<file path="config.mk">
export PLATFORM = sky130hd
export DESIGN_NAME = gnss_fix_validity_readiness_core
export DESIGN_NICKNAME = d
export VERILOG_FILES = /design/src/rtl/gfvr_pkg.sv /design/src/rtl/gfvr_check.sv /design/src/rtl/gnss_fix_validity_readiness_core.sv
export VERILOG_INCLUDE_DIRS = /design/src /design/src/rtl
export SDC_FILE = /design/constraint.sdc
export NUM_CORES = 1
export LEC_CHECK = 0
export BUFFER_PORTS_ARGS = -buffer_cell sky130_fd_sc_hd__buf_2
export CELL_PAD_IN_SITES_DETAIL_PLACEMENT = 1
export CELL_PAD_IN_SITES_GLOBAL_PLACEMENT = 1
export CORE_AREA = 4 4 230 232
export CTS_CLUSTER_DIAMETER = 100
export DETAILED_ROUTE_END_ITERATION = 10
export DIE_AREA = 0 0 234 236
export GPL_TIMING_DRIVEN = 0
export HOLD_SLACK_MARGIN = 0.12
export PLACE_DENSITY_LB_ADDON = 0.25
export SYNTH_ARGS = -nofsm -noshare
export SYNTH_HDL_FRONTEND = slang
export SYNTH_HIERARCHICAL = 1
export SYNTH_SLANG_ARGS = --single-unit
</file>
<file path="constraint.sdc">
create_clock -name clk -period 14 [get_ports clk]
set_clock_uncertainty 0.15 [all_clocks]
set_input_delay 1.4 -clock clk [delete_from_list [all_inputs] [get_ports clk]]
set_output_delay 1.4 -clock clk [all_outputs]
set_load 0.05 [all_outputs]
</file>
<file path="src/rtl/gnss_fix_validity_readiness_core_macros.svh">
`ifndef GNSS_FIX_VALIDITY_READINESS_CORE_MACROS_SVH
`define GNSS_FIX_VALIDITY_READINESS_CORE_MACROS_SVH

// checked only while out of reset
`define GFVR_ASSERT(lbl, prop, msg) \
  lbl: assert property (@(posedge clk) disable iff (!rst_n) (prop)) else $error(msg);

// checked at every edge, reset included
`define GFVR_ASSERT_ALWAYS(lbl, prop, msg) \
  lbl: assert property (@(posedge clk) (prop)) else $error(msg);

`endif

</file>
<file path="src/rtl/gfvr_pkg.sv">
package gfvr_pkg;

  localparam int unsigned NOW_W   = 40;
  localparam int unsigned CNT_W   = 3;
  localparam int unsigned LIM_W   = 16;
  localparam int unsigned CFG_IDX_W = 3;

  // register indexes
  localparam logic [CFG_IDX_W-1:0] REG_STABLE_NEEDED = 3'd0;
  localparam logic [CFG_IDX_W-1:0] REG_RECENT_WINDOW = 3'd1;
  localparam logic [CFG_IDX_W-1:0] REG_MAX_HORIZ_ACC = 3'd2;
  localparam logic [CFG_IDX_W-1:0] REG_MAX_VERT_ACC  = 3'd3;
  localparam logic [CFG_IDX_W-1:0] REG_MAX_SPEED_ACC = 3'd4;

  localparam logic [CNT_W-1:0] RST_STABLE_NEEDED = 3'd5;
  localparam logic [LIM_W-1:0] RST_RECENT_WINDOW = 16'd300;
  localparam logic [LIM_W-1:0] RST_MAX_HORIZ_ACC = 16'd10000;
  localparam logic [LIM_W-1:0] RST_MAX_VERT_ACC  = 16'd15000;
  localparam logic [LIM_W-1:0] RST_MAX_SPEED_ACC = 16'd5000;

  // item kinds
  localparam logic FUNC_SAMPLE = 1'b0;
  localparam logic FUNC_QUERY  = 1'b1;

  // fix type codes
  localparam logic [7:0] FIX_3D        = 8'd2;
  localparam logic [7:0] FIX_RTK_FIXED = 8'd5;
  localparam logic [7:0] FIX_MAX_CODE  = 8'd6;

  // time status codes
  localparam logic [7:0] TS_LOCAL_FREE_RUN = 8'd1;
  localparam logic [7:0] TS_GPTP_SYNCED    = 8'd2;
  localparam logic [7:0] TS_GPTP_HOLDOVER  = 8'd3;

  // flag bits
  localparam int unsigned FLAG_TIME_BIT   = 0;
  localparam int unsigned FLAG_COURSE_BIT = 1;
  localparam int unsigned FLAG_YAW_BIT    = 2;
  localparam logic [7:0]  FLAG_ALLOWED    = 8'h0f;

  localparam logic [15:0] ANGLE_LIMIT = 16'd36000;

  localparam logic signed [31:0] LAT_HIGH = 32'sd900000000;
  localparam logic signed [31:0] LAT_LOW  = -32'sd900000000;
  localparam logic signed [31:0] LON_HIGH = 32'sd1800000000;
  localparam logic signed [31:0] LON_LOW  = -32'sd1800000000;
  localparam logic signed [31:0] ALT_HIGH = 32'sd20000000;
  localparam logic signed [31:0] ALT_LOW  = -32'sd1000000;

  // first member sits in the highest bits
  typedef struct packed {
    logic [47:0]      tail_padding;
    logic [47:0]      accuracy_word;
    logic [31:0]      angles_word;
    logic [63:0]      unix_time_ns;
    logic [23:0]      status_word;
    logic [31:0]      altitude_mm;
    logic [31:0]      longitude_e7;
    logic [31:0]      latitude_e7;
    logic [63:0]      capture_time_ns;
    logic             new_session;
    logic [NOW_W-1:0] now_ms;
  } item_t;

  localparam int unsigned ITEM_W   = $bits(item_t);
  localparam int unsigned IN_DATA_W = ((ITEM_W + 7) / 8) * 8;

  typedef struct packed {
    logic [LIM_W-1:0] horiz;
    logic [LIM_W-1:0] vert;
    logic [LIM_W-1:0] speed;
  } acc_lim_t;

  typedef struct packed {
    logic valid;
    logic usable;
  } chk_t;

endpackage

</file>
<file path="src/rtl/gfvr_check.sv">
module gfvr_check
  import gfvr_pkg::*;
(
  input  item_t    item,
  input  acc_lim_t lim,
  output chk_t     chk
);

  logic [7:0]         fix_code;
  logic [7:0]         flags;
  logic [7:0]         tstat;
  logic [15:0]        course;
  logic [15:0]        yaw;
  logic signed [31:0] lat;
  logic signed [31:0] lon;
  logic signed [31:0] alt;
  logic               tstat_ok;
  logic               time_ok;
  logic               course_ok;
  logic               yaw_ok;
  logic               fix_ok;
  logic               alt_ok;
  logic               acc_ok;

  assign fix_code = item.status_word[7:0];
  assign flags    = item.status_word[15:8];
  assign tstat    = item.status_word[23:16];
  assign course   = item.angles_word[15:0];
  assign yaw      = item.angles_word[31:16];
  assign lat      = $signed(item.latitude_e7);
  assign lon      = $signed(item.longitude_e7);
  assign alt      = $signed(item.altitude_mm);

  assign tstat_ok  = (tstat == TS_LOCAL_FREE_RUN) || (tstat == TS_GPTP_SYNCED) ||
                     (tstat == TS_GPTP_HOLDOVER);
  assign time_ok   = !(flags[FLAG_TIME_BIT] && (item.unix_time_ns == 64'd0));
  assign course_ok = !(flags[FLAG_COURSE_BIT] && (course >= ANGLE_LIMIT));
  assign yaw_ok    = !(flags[FLAG_YAW_BIT] && (yaw >= ANGLE_LIMIT));

  assign chk.valid = (item.tail_padding == 48'd0) && (item.capture_time_ns != 64'd0) &&
                     (lat >= LAT_LOW) && (lat <= LAT_HIGH) &&
                     (lon >= LON_LOW) && (lon <= LON_HIGH) &&
                     ((flags & ~FLAG_ALLOWED) == 8'd0) &&
                     (fix_code <= FIX_MAX_CODE) && tstat_ok &&
                     time_ok && course_ok && yaw_ok;

  assign fix_ok = (fix_code >= FIX_3D) && (fix_code <= FIX_RTK_FIXED);
  assign alt_ok = (alt >= ALT_LOW) && (alt <= ALT_HIGH);
  assign acc_ok = (item.accuracy_word[15:0] <= lim.horiz) &&
                  (item.accuracy_word[31:16] <= lim.vert) &&
                  (item.accuracy_word[47:32] <= lim.speed);

  assign chk.usable = fix_ok && alt_ok && acc_ok;

endmodule

</file>
<file path="src/rtl/gnss_fix_validity_readiness_core.sv">
// Checks GNSS fix samples and answers readiness queries, one result beat per input
// beat, in order. A beat is taken into an input register, checked and applied to the
// readiness state by one pass of logic, and its result lands in an output register;
// a new beat is taken every cycle while the result side keeps up. A sample that fails
// the structural checks, and any query, leaves the state alone. A usable fix needs a
// fix type code from 3D up to RTK fixed, altitude in range and all accuracies within
// their limits; fix_ready also needs enough usable samples in a row and a last sample
// no older than the recency window at the beat's now_ms.
`include "gnss_fix_validity_readiness_core_macros.svh"

module gnss_fix_validity_readiness_core
  import gfvr_pkg::*;
(
  input  logic                 clk,
  input  logic                 rst_n,

  input  logic                 in_tvalid,
  output logic                 in_tready,
  // now_ms, new_session, capture_time_ns, latitude_e7, longitude_e7, altitude_mm,
  // status_word, unix_time_ns, angles_word, accuracy_word, tail_padding, zero pad
  input  logic [IN_DATA_W-1:0] in_tdata,
  // func
  input  logic                 in_tuser,

  output logic                 out_tvalid,
  input  logic                 out_tready,
  // sample_valid, sample_usable, stable_run[2:0], fix_ready, zero pad
  output logic [7:0]           out_tdata,

  input  logic                 cfg_wen,
  input  logic [CFG_IDX_W-1:0] cfg_index,
  input  logic [LIM_W-1:0]     cfg_wdata
);

  logic [CNT_W-1:0] stable_needed_r;
  logic [LIM_W-1:0] recent_window_r;
  acc_lim_t         acc_lim_r;

  logic             in_valid_r;
  logic             in_func_r;
  item_t            in_item_r;

  logic             usable_r;
  logic [CNT_W-1:0] count_r;
  logic             sampled_r;
  logic [NOW_W-1:0] last_ms_r;

  logic             out_valid_r;
  logic [7:0]       out_data_r;

  logic             adv;
  chk_t             chk;
  logic             smp_ok;
  logic [CNT_W-1:0] count_base;
  logic [CNT_W-1:0] count_upd;
  logic             usable_nxt;
  logic [CNT_W-1:0] count_nxt;
  logic [NOW_W-1:0] age_ms;
  logic             recent;
  logic             ready;

  // config registers
  always_ff @(posedge clk) begin
    if (!rst_n) begin
      stable_needed_r <= RST_STABLE_NEEDED;
      recent_window_r <= RST_RECENT_WINDOW;
      acc_lim_r.horiz <= RST_MAX_HORIZ_ACC;
      acc_lim_r.vert  <= RST_MAX_VERT_ACC;
      acc_lim_r.speed <= RST_MAX_SPEED_ACC;
    end else if (cfg_wen) begin
      unique case (cfg_index)
        REG_STABLE_NEEDED: stable_needed_r <= cfg_wdata[CNT_W-1:0];
        REG_RECENT_WINDOW: recent_window_r <= cfg_wdata;
        REG_MAX_HORIZ_ACC: acc_lim_r.horiz <= cfg_wdata;
        REG_MAX_VERT_ACC:  acc_lim_r.vert  <= cfg_wdata;
        REG_MAX_SPEED_ACC: acc_lim_r.speed <= cfg_wdata;
        default: ;
      endcase
    end
  end

  assign adv       = in_valid_r && (!out_valid_r || out_tready);
  assign in_tready = !in_valid_r || adv;

  // input register
  always_ff @(posedge clk) begin
    if (!rst_n) begin
      in_valid_r <= 1'b0;
    end else if (in_tready) begin
      in_valid_r <= in_tvalid;
    end
  end

  always_ff @(posedge clk) begin
    if (in_tvalid && in_tready) begin
      in_func_r <= in_tuser;
      in_item_r <= item_t'(in_tdata[ITEM_W-1:0]);
    end
  end

  gfvr_check u_check (
    .item (in_item_r),
    .lim  (acc_lim_r),
    .chk  (chk)
  );

  always_comb begin
    smp_ok     = (in_func_r == FUNC_SAMPLE) && chk.valid;
    count_base = (in_item_r.new_session || !chk.usable) ? '0 : count_r;
    count_upd  = count_base +
                 CNT_W'(chk.usable && (count_base < stable_needed_r));
    usable_nxt = smp_ok ? chk.usable : usable_r;
    count_nxt  = smp_ok ? count_upd : count_r;
    age_ms     = in_item_r.now_ms - last_ms_r;
    // a sample taken by this beat is zero ms old
    recent     = smp_ok || (sampled_r && (in_item_r.now_ms >= last_ms_r) &&
                 (age_ms <= NOW_W'(recent_window_r)));
    ready      = usable_nxt && (count_nxt >= stable_needed_r) && recent;
  end

  // readiness state
  always_ff @(posedge clk) begin
    if (!rst_n) begin
      usable_r  <= 1'b0;
      count_r   <= '0;
      sampled_r <= 1'b0;
    end else if (adv && smp_ok) begin
      usable_r  <= usable_nxt;
      count_r   <= count_nxt;
      sampled_r <= 1'b1;
    end
  end

  always_ff @(posedge clk) begin
    if (adv && smp_ok) begin
      last_ms_r <= in_item_r.now_ms;
    end
  end

  // result register
  always_ff @(posedge clk) begin
    if (!rst_n) begin
      out_valid_r <= 1'b0;
    end else if (adv) begin
      out_valid_r <= 1'b1;
    end else if (out_tready) begin
      out_valid_r <= 1'b0;
    end
  end

  always_ff @(posedge clk) begin
    if (adv) begin
      out_data_r <= {2'b00, ready, count_nxt, usable_nxt, smp_ok};
    end
  end

  assign out_tvalid = out_valid_r;
  assign out_tdata  = out_data_r;

  `GFVR_ASSERT(a_count_needs_usable, (count_r != '0) |-> usable_r, "stable count without usable fix")
  `GFVR_ASSERT(a_sampled_sticks, sampled_r |=> sampled_r, "sampled mark dropped")
  `GFVR_ASSERT(a_state_holds, !adv |=> ($stable(count_r) && $stable(usable_r)), "state moved without a beat")
  `GFVR_ASSERT(a_ready_needs_usable, (out_valid_r && out_data_r[5]) |-> out_data_r[1], "ready without usable fix")
  `GFVR_ASSERT_ALWAYS(a_empty_takes_beat, (rst_n && !in_valid_r) |-> in_tready, "empty input stage stalls")

endmodule
</file>
## Word level (Yosys, flattened, before mapping)

Cells that the tools add are included.

| storage, ports and cells | value |
|---|---|
| register bits after elaboration | 538 |
| input port bits | 449 |
| output and inout bits | 10 |
| logic and storage cells | 109 |

| operators by class | value |
|---|---|
| $add $sub $neg | 2 |
| order comparisons | 18 |
| equal/unequal tests | 7 |
| multiplexer cells | 5 |
| bitwise operators | 1 |
| reduce and logical (&&, ||, !) cells | 52 |

Operator list:

| cell | count |
|---|---|
| $logic_not 64->1 | 1 |
| $reduce_bool 64->1 | 1 |
| $le 16x16->1 | 3 |
| $logic_not 48->1 | 1 |
| $ge 40x40->1 | 1 |
| $le 40x16->1 | 1 |
| $sub 40x40->40 | 1 |
| $ge 16x16->1 const B | 2 |
| $ge 32x21->1 const B | 1 |
| $ge 32x31->1 const B | 1 |
| $ge 32x32->1 const B | 1 |
| $le 32x26->1 const B | 1 |
| $le 32x31->1 const B | 1 |
| $le 32x32->1 const B | 1 |
| $logic_and 1x1->1 | 29 |
| $eq 8x2->1 const B | 2 |
| $le 8x3->1 const B | 2 |
| $reduce_and 2->1 | 5 |
| $eq 8x1->1 const B | 1 |
| $ge 8x2->1 const B | 1 |
| $logic_not 8->1 | 1 |
| $eq 3x2->1 const B | 2 |
| $logic_not 1->1 | 6 |
| $logic_or 1x1->1 | 6 |
| 10 further kinds | 13 |

## Depth between registers and ports, before layout

| depth | value |
|---|---|
| word-level depth | 17 |
| depth in mapped cells | 28 |
| gate-level depth less buffers | 28 |

## Modules after synthesis

Netlist, hierarchy kept.

Modules (own cells, without submodules):

| module | times used | cells an instance | area each (um^2) |
|---|---|---|---|
| gnss_fix_validity_readiness_core | 1 | 1270 | 19782.7 |
| gfvr_check | 1 | 347 | 2319.7 |

## Least setup slack after synthesis

OpenSTA, ideal clock, no wires.

| timing path | value |
|---|---|
| path type | input-to-reg |
| start | input port out_tready |
| end | register in_func_r (enable) |
| library setup time | 833 ps |
| arrival time | 11319 ps |
| required time | 13017 ps |
| path slack | 1697 ps |
| stages on the path | 3 |
| path through | nor2b_1 -> nand2_1 -> and2_1 |

| on the way | value |
|---|---|
| longest elaborated chain between the ends | 4 |

Ends and longest elaborated chain:

| item | RTL line | source |
|---|---|---|
| from (decl) | gnss_fix_validity_readiness_core.sv:26 | `input logic out_tready,` |
| $logic_or 1x1->1 | gnss_fix_validity_readiness_core.sv:82 | `assign adv = in_valid_r && (!out_valid_r \|\| out_tready);` |
| $logic_and 1x1->1 | gnss_fix_validity_readiness_core.sv:82 |  |
| $logic_or 1x1->1 | gnss_fix_validity_readiness_core.sv:83 | `assign in_tready = !in_valid_r \|\| adv;` |
| via in_tready | gnss_fix_validity_readiness_core.sv:18 | `output logic in_tready,` |
| $logic_and 1x1->1 | gnss_fix_validity_readiness_core.sv:95 | `if (in_tvalid && in_tready) begin` |
| to (signal assigned) | gnss_fix_validity_readiness_core.sv:96 | `in_func_r <= in_tuser;` |
| to (decl) | gnss_fix_validity_readiness_core.sv:40 | `logic in_func_r;` |

The timed path passes the listed nets, and every way through them passes these cells.
A chain may end at the register's enable or synchronous reset.

==> metrics.md <==
| Metric | Value |
|---|---|
| Status | `completed` |
| Crit path DAT | `6.70 ns` |
| Setup TNS | `0 ns` |
| Post-layout nets | `2670` |
| TritonCTS buffer count | `56` |
| DRT antenna net count | `0` |
| Largest net degree at the start of global routing | `82` |
| Min-Delay Path Class | `register to register` |
| Period utilization | `0.4608` |
| Die Ht | `236 um` |
| Hold Startpoint | `acc_lim_r[2]$_SDFFE_PN0P_` |
| PnR worst setup slack | `7.548 ns` |
| R2r setup slk | `7.55 ns` |
| Post-Synthesis Cells | `1606` |
| Port-buffer cells | `437` |
| RSZ-0062 raised after global routing | `false` |
| Post-Syn Area | `21770 um^2` |
| DR vias | `14920` |
| Share of layout cells above drive strength 1 | `0.2587` |
| Hold Path Depth | `2` |
| Syn_area_per_cell | `13.56 um^2` |
| Hold Path Sink | `acc_lim_r[2]$_SDFFE_PN0P_` |
| DRC viols | `0` |
| Final setup vio count | `0` |
| Die width | `234 um` |
| GRT Total Usage | `0.2229` |
| CP Launch Point | `in_item_r[192]$_DFFE_PP_` |
| DR vias/cell | `5.220` |
| CTS tree | `yes` |
| Post-DP HPWL | `49.08 mm` |
| Core area | `50990 um^2` |
| CTS max path bufs | `3` |
| Max cap viols | `0` |
| Commonest non-fill, non-tap cells in the layout | `453 x edfxtp_1, 440 x buf_2, 192 x nand2_1, 122 x inv_1, 111 x ha_1` |
| Bufs and invs on worst path | `0` |
| Startpoint Class | `register` |
| Pwr per Cell Area | `131.1 nW/um^2` |
| Required @ worst endpoint | `14.25 ns` |
| Initial antenna violation count | `47` |
| WS Path Type | `register to register` |
| Clock Pin Slew Worst Setup and Hold Paths | `0.06 ns` |
| Post CTS Setup Buffer Count | `0` |
| Slew Limit Headroom | `0.3503` |
| Worst-path maximum fanout | `5` |
| Commonest non-fill, non-tap cell in the layout | `edfxtp_1` |
| Post_cts resized | `0` |
| Initial Util | `0.4270` |
| Leak | `10.52 nW` |
| First drt pass iteration count | `4` |
| Final slew viol count | `0` |
| Post-Place Worst Slack | `7.492 ns` |
| Reg-to-reg startpoint | `in_item_r[192]$_DFFE_PP_` |
| TritonCTS Sinks | `527` |
| Initial DRC Count | `745` |
| Crit-path slowest cell | `nor4_2` |
| Placed inst area | `25000 um^2` |
| Wirelength per Cell | `21.90 um` |
| Max H-tree Level | `2` |
| Maximum clock rate | `155.0 MHz` |
| Worst-Skew Late Latency | `0.61 ns` |
| R2r endpoint | `out_tdata[5]$_DFFE_PP_` |
| First-pass GRT wire length | `94.11 mm` |
| # rows | `83` |
| Synth warn | `6` |
| Final Critical Period | `6.452 ns` |
| # IOs | `459` |
| Final Wtd Congestion | `0.8721` |
| Crit path max-delay family | `simple AND/OR/NAND/NOR gates` |
| Count of final hold-check violations | `0` |
| Peak supply drop | `0.1115 mV` |
| CP max stage delay | `0.58 ns` |
| Root buf cell | `clkbuf_16` |
| Synth-to-Final Area Change | `23.38%` |
| Die area | `55220 um^2` |
| Final WL | `62.60 mm` |
| Worst Max-Slew Pin Slew | `0.9670 ns` |
| Design area | `26860 um^2` |
| Reg2Reg Depth | `25` |
| CTS Hold Bufs | `0` |
| Vias in the first global route | `16490` |
| Grt total ovfl | `0` |
| CP Capture Type | `register` |
-- metrics by stage --
| stage | total power [mW] | std cells | util | hold WS, ns |
|---|---|---|---|---|
| final | 3.522 | 2858 | 0.5268 | 0.3145 |
| after global routing | 3.663 | 2850 | 0.5264 | 0.3274 |
| after CTS | 3.561 | 2833 | 0.5256 | 0.3158 |
| after detailed placement | 2.096 | 2731 | 0.4902 | 0.2957 |
| after global placement | 2.104 | 2724 | 0.4866 | 0.2986 |
| after floorplan | 1.989 | 1607 | - | 0.2764 |
-- routing by layer --
metal | part of all wire | wire (um) | vias up | track usage
li1 | - | - | 7096 | -
met2 | 0.53 | 32960 | 403 | 0.4060
met1 | 0.36 | 22780 | 7237 | 0.2437
met4 | 0.031 | 1955 | 40 | 0.07130
met5 | 0.0042 | 265 | - | 0
met3 | 0.074 | 4635 | 144 | 0.07331
-- worst register-to-register path, delay by kind of cell (launching register included) --
family | cells | cell delay [ns]
AOI/OAI and AO/OA | 9 | 1.73
and+or+nand+nor | 12 | 3.14
adders and majority gates | 4 | 0.81
DFF | 1 | 0.40
-- registers in the layout, summed over array words and instances (netlist names) --
name	cells
in_item_r	406
sampled_r	1
in_func_r	1
in_valid_r	1
last_ms_r	40
recent_window_r	16
usable_r	1
stable_needed_r	3
out_tvalid	1
acc_lim_r	48
count_r	3
out_tdata	6
-- how the worst max path moves through the flow --
stage / endpoint / depth (start not counted) / slack (ns)
finish: out_tdata[5]$_DFFE_PP_ / 25 / 7.55
global route: out_tdata[5]$_DFFE_PP_ / 25 / 6.97
CTS: out_tdata[5]$_DFFE_PP_ / 25 / 7.46
detailed placement: out_tdata[5]$_DFFE_PP_ / 25 / 7.49
global placement: in_item_r[170]$_DFFE_PP_ / 4 / -0.81
floorplan: in_func_r$_DFFE_PP_ / 3 / 1.96
-- area by class of cell --
type | instances | area (um^2)
Buffer | 32 | 132.6
Clock buffer | 63 | 1428
Fill cell | 5277 | 24130
Timing Repair Buffer | 444 | 2365
Inverter | 122 | 457.9
Clock inverter | 39 | 377.9
Tap cell | 680 | 850.8
Sequential cell | 527 | 15080
Multi-Input combinational cell | 926 | 6105
Antenna cell | 25 | 62.56
-- report_power, final --
part | internal [mW] | switching, mW | leakage (nW)
clock | 0.843 | 0.615 | 0.884
sequential | 1.79 | 0.0337 | 4.99
combinational | 0.101 | 0.137 | 4.65
total | 2.74 | 0.786 | 10.5
No activity file was read; power rests on OpenSTA's default activity.
